`src/ltg_pkg.sv`:
```
// Package for the life tile generation unit.
// Holds cell and operation codes, the controller state type and the sweep tap struct.
// No dependencies.
package ltg_pkg;

    localparam int MAX_ROWS = 64;
    localparam int MAX_COLS = 64;
    localparam int ROW_W    = $clog2(MAX_ROWS);
    localparam int COL_W    = $clog2(MAX_COLS);
    localparam int ADDR_W   = ROW_W + COL_W;
    localparam int DEPTH    = MAX_ROWS * MAX_COLS;
    localparam int DIM_W    = 7;
    localparam int MIN_DIM  = 5;

    typedef logic [1:0] cell_t;
    typedef cell_t [4:0] ltg_col_t;

    localparam cell_t CELL_DEAD   = 2'd0;
    localparam cell_t CELL_LIVE   = 2'd1;
    localparam cell_t CELL_UNDEF  = 2'd2;
    localparam cell_t CELL_BORDER = 2'd3;

    localparam logic [1:0] OP_WRITE = 2'd0;
    localparam logic [1:0] OP_READ  = 2'd1;
    localparam logic [1:0] OP_GEN   = 2'd2;
    localparam logic [1:0] OP_CLEAR = 2'd3;

    localparam logic REG_GRID_HEIGHT = 1'b0;
    localparam logic REG_GRID_WIDTH  = 1'b1;

    typedef enum logic [2:0] {
        ST_INIT,
        ST_IDLE,
        ST_READ,
        ST_CLEAR,
        ST_GEN,
        ST_GEN_END,
        ST_COPY,
        ST_COPY_END
    } ltg_state_t;

    // Tag of one sweep read on its way back from the cell memory.
    typedef struct packed {
        logic             valid;
        logic [2:0]       k;
        logic [ROW_W-1:0] row;
        logic [DIM_W-1:0] col;
        logic             mask;
    } ltg_tap_t;

    // Clamp a dimension register to the usable range.
    function automatic logic [DIM_W-1:0] clamp_dim(input logic [DIM_W-1:0] v,
                                                  input int unsigned hi);
        logic [DIM_W-1:0] r;
        r = v;
        if (v < DIM_W'(MIN_DIM)) r = DIM_W'(MIN_DIM);
        if (v > DIM_W'(hi)) r = DIM_W'(hi);
        return r;
    endfunction

endpackage

```
`src/ltg_window.sv`:
```
// Sliding 5x5 window over the sweep read stream; applies B3/S23 and the resize test.
// Depends on ltg_pkg.
module ltg_window (
    input  logic                          clk,
    input  ltg_pkg::ltg_tap_t             tap,
    input  ltg_pkg::cell_t                rdata,
    input  logic [ltg_pkg::DIM_W-1:0]     eff_h,
    input  logic [ltg_pkg::DIM_W-1:0]     eff_w,
    output logic                          nx_we,
    output logic [ltg_pkg::ADDR_W-1:0]    nx_addr,
    output ltg_pkg::cell_t                nx_wdata,
    output logic                          hit
);
    import ltg_pkg::*;

    cell_t    part_reg [4];
    ltg_col_t win_reg [4];
    ltg_col_t new_col;
    cell_t    cval;
    cell_t    center;
    logic [DIM_W-1:0] c;
    logic [DIM_W-1:0] r;
    logic [3:0] n;
    logic ring;
    logic undef_near;
    logic eval;

    assign cval = tap.mask ? rdata : CELL_DEAD;

    // Column being completed by the current return.
    always_comb
    begin
        new_col[0] = part_reg[0];
        new_col[1] = part_reg[1];
        new_col[2] = part_reg[2];
        new_col[3] = part_reg[3];
        new_col[4] = cval;
    end

    // Collect column parts and shift the window when a column is complete.
    always_ff @(posedge clk)
    begin
        if (tap.valid)
        begin
            if (tap.k == 3'd4)
            begin
                win_reg[0] <= win_reg[1];
                win_reg[1] <= win_reg[2];
                win_reg[2] <= win_reg[3];
                win_reg[3] <= new_col;
            end
            else
            begin
                part_reg[tap.k[1:0]] <= cval;
            end
        end
    end

    // Rule evaluation on the full window; window column i is cell column c-2+i.
    always_comb
    begin
        ltg_col_t w [5];
        w[0] = win_reg[0];
        w[1] = win_reg[1];
        w[2] = win_reg[2];
        w[3] = win_reg[3];
        w[4] = new_col;
        c = tap.col - DIM_W'(2);
        r = {1'b0, tap.row};
        center = w[2][2];
        n = 4'd0;
        for (int i = 1; i <= 3; i++)
        begin
            for (int k = 1; k <= 3; k++)
            begin
                if (!(i == 2 && k == 2) && w[i][k] == CELL_LIVE)
                begin
                    n = n + 4'd1;
                end
            end
        end
        undef_near = 1'b0;
        for (int i = 0; i <= 4; i += 2)
        begin
            for (int k = 0; k <= 4; k += 2)
            begin
                if (!(i == 2 && k == 2) && w[i][k] == CELL_UNDEF)
                begin
                    undef_near = 1'b1;
                end
            end
        end
        ring = (r >= DIM_W'(2)) && (r <= eff_h - DIM_W'(3)) &&
               (c >= DIM_W'(2)) && (c <= eff_w - DIM_W'(3)) &&
               ((r == DIM_W'(2)) || (r == eff_h - DIM_W'(3)) ||
                (c == DIM_W'(2)) || (c == eff_w - DIM_W'(3)));
        eval = tap.valid && (tap.k == 3'd4) && (tap.col >= DIM_W'(3));
        if (n == 4'd3 && center == CELL_DEAD)
        begin
            nx_wdata = CELL_LIVE;
        end
        else if (n == 4'd2 || n == 4'd3)
        begin
            nx_wdata = center;
        end
        else
        begin
            nx_wdata = CELL_DEAD;
        end
    end

    assign nx_we   = eval;
    assign nx_addr = {tap.row, c[COL_W-1:0]};
    assign hit     = eval && ring && (center == CELL_LIVE) && undef_near;

endmodule

```
`config.mk`:
```
export PLATFORM = sky130hd
export DESIGN_NAME = ltg_window
export DESIGN_NICKNAME = d
export VERILOG_FILES = /design/src/ltg_pkg.sv /design/src/ltg_window.sv
export SDC_FILE = /design/constraint.sdc
export NUM_CORES = 1
export LEC_CHECK = 0
export BUFFER_PORTS_ARGS = -buffer_cell sky130_fd_sc_hd__buf_2
export CAP_MARGIN = 30
export CORE_UTILIZATION = 52
export CTS_CLUSTER_DIAMETER = 30
export CTS_CLUSTER_SIZE = 40
export DETAILED_ROUTE_END_ITERATION = 12
export GPL_ROUTABILITY_DRIVEN = 0
export PLACE_DENSITY = 0.77
export SETUP_SLACK_MARGIN = 0.1
export SYNTH_ARGS = -nofsm -noshare
export SYNTH_HDL_FRONTEND = slang
export SYNTH_SLANG_ARGS = --single-unit
```
`constraint.sdc`:
```
create_clock -name clk -period 9.47 [get_ports clk]
set_input_delay 0.4735 -clock clk [delete_from_list [all_inputs] [get_ports clk]]
set_output_delay 0.4735 -clock clk [all_outputs]
set_load 0.05 [all_outputs]
```
==> impl_metrics.yaml <==
cts:
  path_clk_slew_ns: 0.08
  ctsHoldBuffers: 0
  clockBufferDepth: 2
  cts_tree: "yes"
  cts_inserted_buffers: 5
  clkSinkCount: 44
  cts_setup_buffers: 0
  root_buffer: "clkbuf_8"
  cts_resized: 0
  insertion_delay_ns: 0.29
  htreeDepth: 2
routing:
  wire_per_inst_um: 12.9
  drt-total-wl_mm: 4.72
  ant_nets: 0
  vias: 1963
  vias_per_cell: 5.35
  first_pass_iters: 4
  route.detailed.drc: 0
  first_iter_violations: 94
floorplanning:
  rows: 26
  core_area_um2: 5170
  die_h_um: 75.8
  fp.dieW_um: 75.8
  ios: 51
  die-area_um2: 5740
  initial_core_util_pct: 54.7
global_route:
  grt_use_total_pct: 17.9
  grt_start_max_net_pins: 38
  grt_overflow: 0
  grt_pass1_wl_mm: 7.65
  grt_pass1_vias: 1804
  antenna_found_initial: 0
setup_path:
  r2r_slack_ns: 8.71
  cp-start-kind: "flop"
  r2r-end: "win_reg[1][5]"
  worstPathMaxFanout: 4
  crit_required_ns: 9.00
  rr_worst_depth: 0
  path_class: "flop to output pin"
  reg2reg_from: "win_reg[2][5]"
  end_kind: "output pin"
  crit_arrival_ns: 5.21
synth:
  synth_top_area_share_pct: 46.7
  syn_avg_cell_area_um2: 11.5
  ys.flop_type: "edfxtp_1"
  synth_area_leaders: "edfxtp_1, ha_1, xnor2_1, xor2_1, inv_1"
  synth_nets: 306
  async_flop_share_pct: 0
  yosysMostFrequentCell: "edfxtp_1"
  ys_seq_area_share_pct: 46.7
  yosys.area.top_type: "edfxtp_1"
  synth_common_cells: "edfxtp_1, ha_1, inv_1, nor2_1, nand2_1"
  synth-seq-cells: 44
  synth_cell_types: 54
  synth_edf_count: 44
  syn_area_um2: 2830
  synthCells: 246
  ys.warnings.count: 0
finish:
  fin_util_pct: 62.3
  nets: 356
  final_cells: 367
  largest_reg_flops: 36
  drive_gt1_share_pct: 25.3
  antenna_cells: 0
  design_area_um2: 3220
  syn_to_final_growth_pct: 13.8
  fillerInstances: 414
power:
  cellLeakagePower_nw: 1.32
  power_density_nw_per_um2: 123
  ir_drop_mv: 0.129
sta:
  fmax_mhz: 176
  timing.final.crit_period_ns: 5.68
  rsz0062_at_grt: "false"
  worst_pin_slew_ns: 0.491
  slew_violations: 0
  slew_headroom_pct: 66.8
  clock_skew_ns: 0.00495
  setup_tns_ns: 0
  hold_viol_final: 0
  period_share_pct: 60.0
  setup_violations: 0
placed_design:
  place_area_um2: 3130
  dp_cells: 359
  dp.final_hpwl_mm: 3.79
  io_buffers: 50
min_path:
  holdCritPathClass: "flop to flop"
  holdPathEnd: "win_reg[2][1]"
  worstHoldStart: "win_reg[3][1]"
  whs_path_depth: 0
job:
  cap_violations: 0
outcome:
  status: "complete, no violations"
==> layout make-up <==
type / count / area [um^2] / area share, %
clock buffer: 5 / 68.8 / 2.14
clock inverter: 3 / 18.8 / 0.583
inverter: 23 / 86.3 / 2.68
multi-input combinational: 171 / 1380 / 42.9
sequential: 44 / 1320 / 41.0
tap: 70 / 87.6 / 2.72
timing repair buffer: 51 / 258 / 8.00
==> power breakdown <==
group | internal (mW) | switching (mW) | leakage, nW
sequential | 0.216 | 0.000936 | 0.364
clock | 0.0508 | 0.0604 | 0.0378
combinational | 0.0258 | 0.0418 | 0.920
total | 0.292 | 0.103 | 1.32
==> worst max-delay path by stage <==
| stage | startpoint | end | slack [ns] | depth (start not counted) |
|---|---|---|---|---|
| final | win_reg[1][4] | nx_wdata[0] | 3.79 | 25 |
| after global routing | win_reg[1][4] | nx_wdata[0] | 3.42 | 25 |
| after CTS | win_reg[1][5] | nx_wdata[0] | 3.82 | 25 |
| after detailed placement | win_reg[1][5] | nx_wdata[0] | 4.16 | 25 |
| after global placement | win_reg[1][5] | nx_wdata[0] | 4.31 | 25 |
| after floorplan | tap[14] | hit | 3.56 | 5 |
==> cell usage in the layout (no fill, tap or decap), types with 3 or more instances in the layout <==
master    instances
buf_2            50
xor2_1           10
nor2b_1           6
o21ai_0           7
nor3b_1           4
clkbuf_8          5
nand3b_1          3
nor2_1           16
ha_1             25
inv_1            23
nand4_1           4
a21oi_1           7
xnor2_1          11
nand2_1          15
o21a_1            4
edfxtp_1         44
nand3_1           3
nor3_1            8
==> per-stage QoR <==
step	hold slack, ns	total power [mW]	setup WS [ns]
2_1_floorplan	0.400	0.269	3.56
3_3_place_gp	0.401	0.287	4.31
3_5_place_dp	0.405	0.289	4.16
4_1_cts	0.424	0.399	3.82
5_1_grt	0.430	0.414	3.42
6_report	0.425	0.395	3.79
==> routing by layer <==
layer	part of all wire, %	vias to the layer above	global-route usage [%]
li1	-	995	-
met1	45	917	22.9
met2	50	46	31.0
met3	3.5	5	3.57
met4	1.2	0	4.94
met5	0	-	0
==> critical path: stages, from the launching register on <==
cell and delay (ns):
edfxtp_1 0.40, nand2b_1 0.11, inv_1 0.05, ha_1 0.30
xor2_1 0.17, ha_1 0.30, nand2_1 0.14, nand2_1 0.10
ha_1 0.34, nor2_1 0.12, a31oi_1 0.05, ha_1 0.28
or3b_2 0.44, o31ai_1 0.08, a31o_2 0.19, inv_1 0.05
ha_1 0.28, nand2_1 0.07, o21ai_0 0.10, ha_1 0.25
mux2_2 0.36, o221ai_1 0.16, o22a_1 0.16, o21ai_1 0.06
nor2_1 0.08, buf_2 0.26
==> kinds of logic after synthesis <==
logic type                 count (synthesis)  synth area share (%)
DFF                                       44                  46.7
AOI/OAI and AO/OA                         39                  9.64
muxes                                      3                  1.15
buffers and inverters                     31                  5.04
adders and majority gates                 25                  11.1
and+or+nand+nor                           78                  15.8
xor gates and xnor gates                  26                  10.7
No activity file was read; power rests on OpenSTA's default activity.
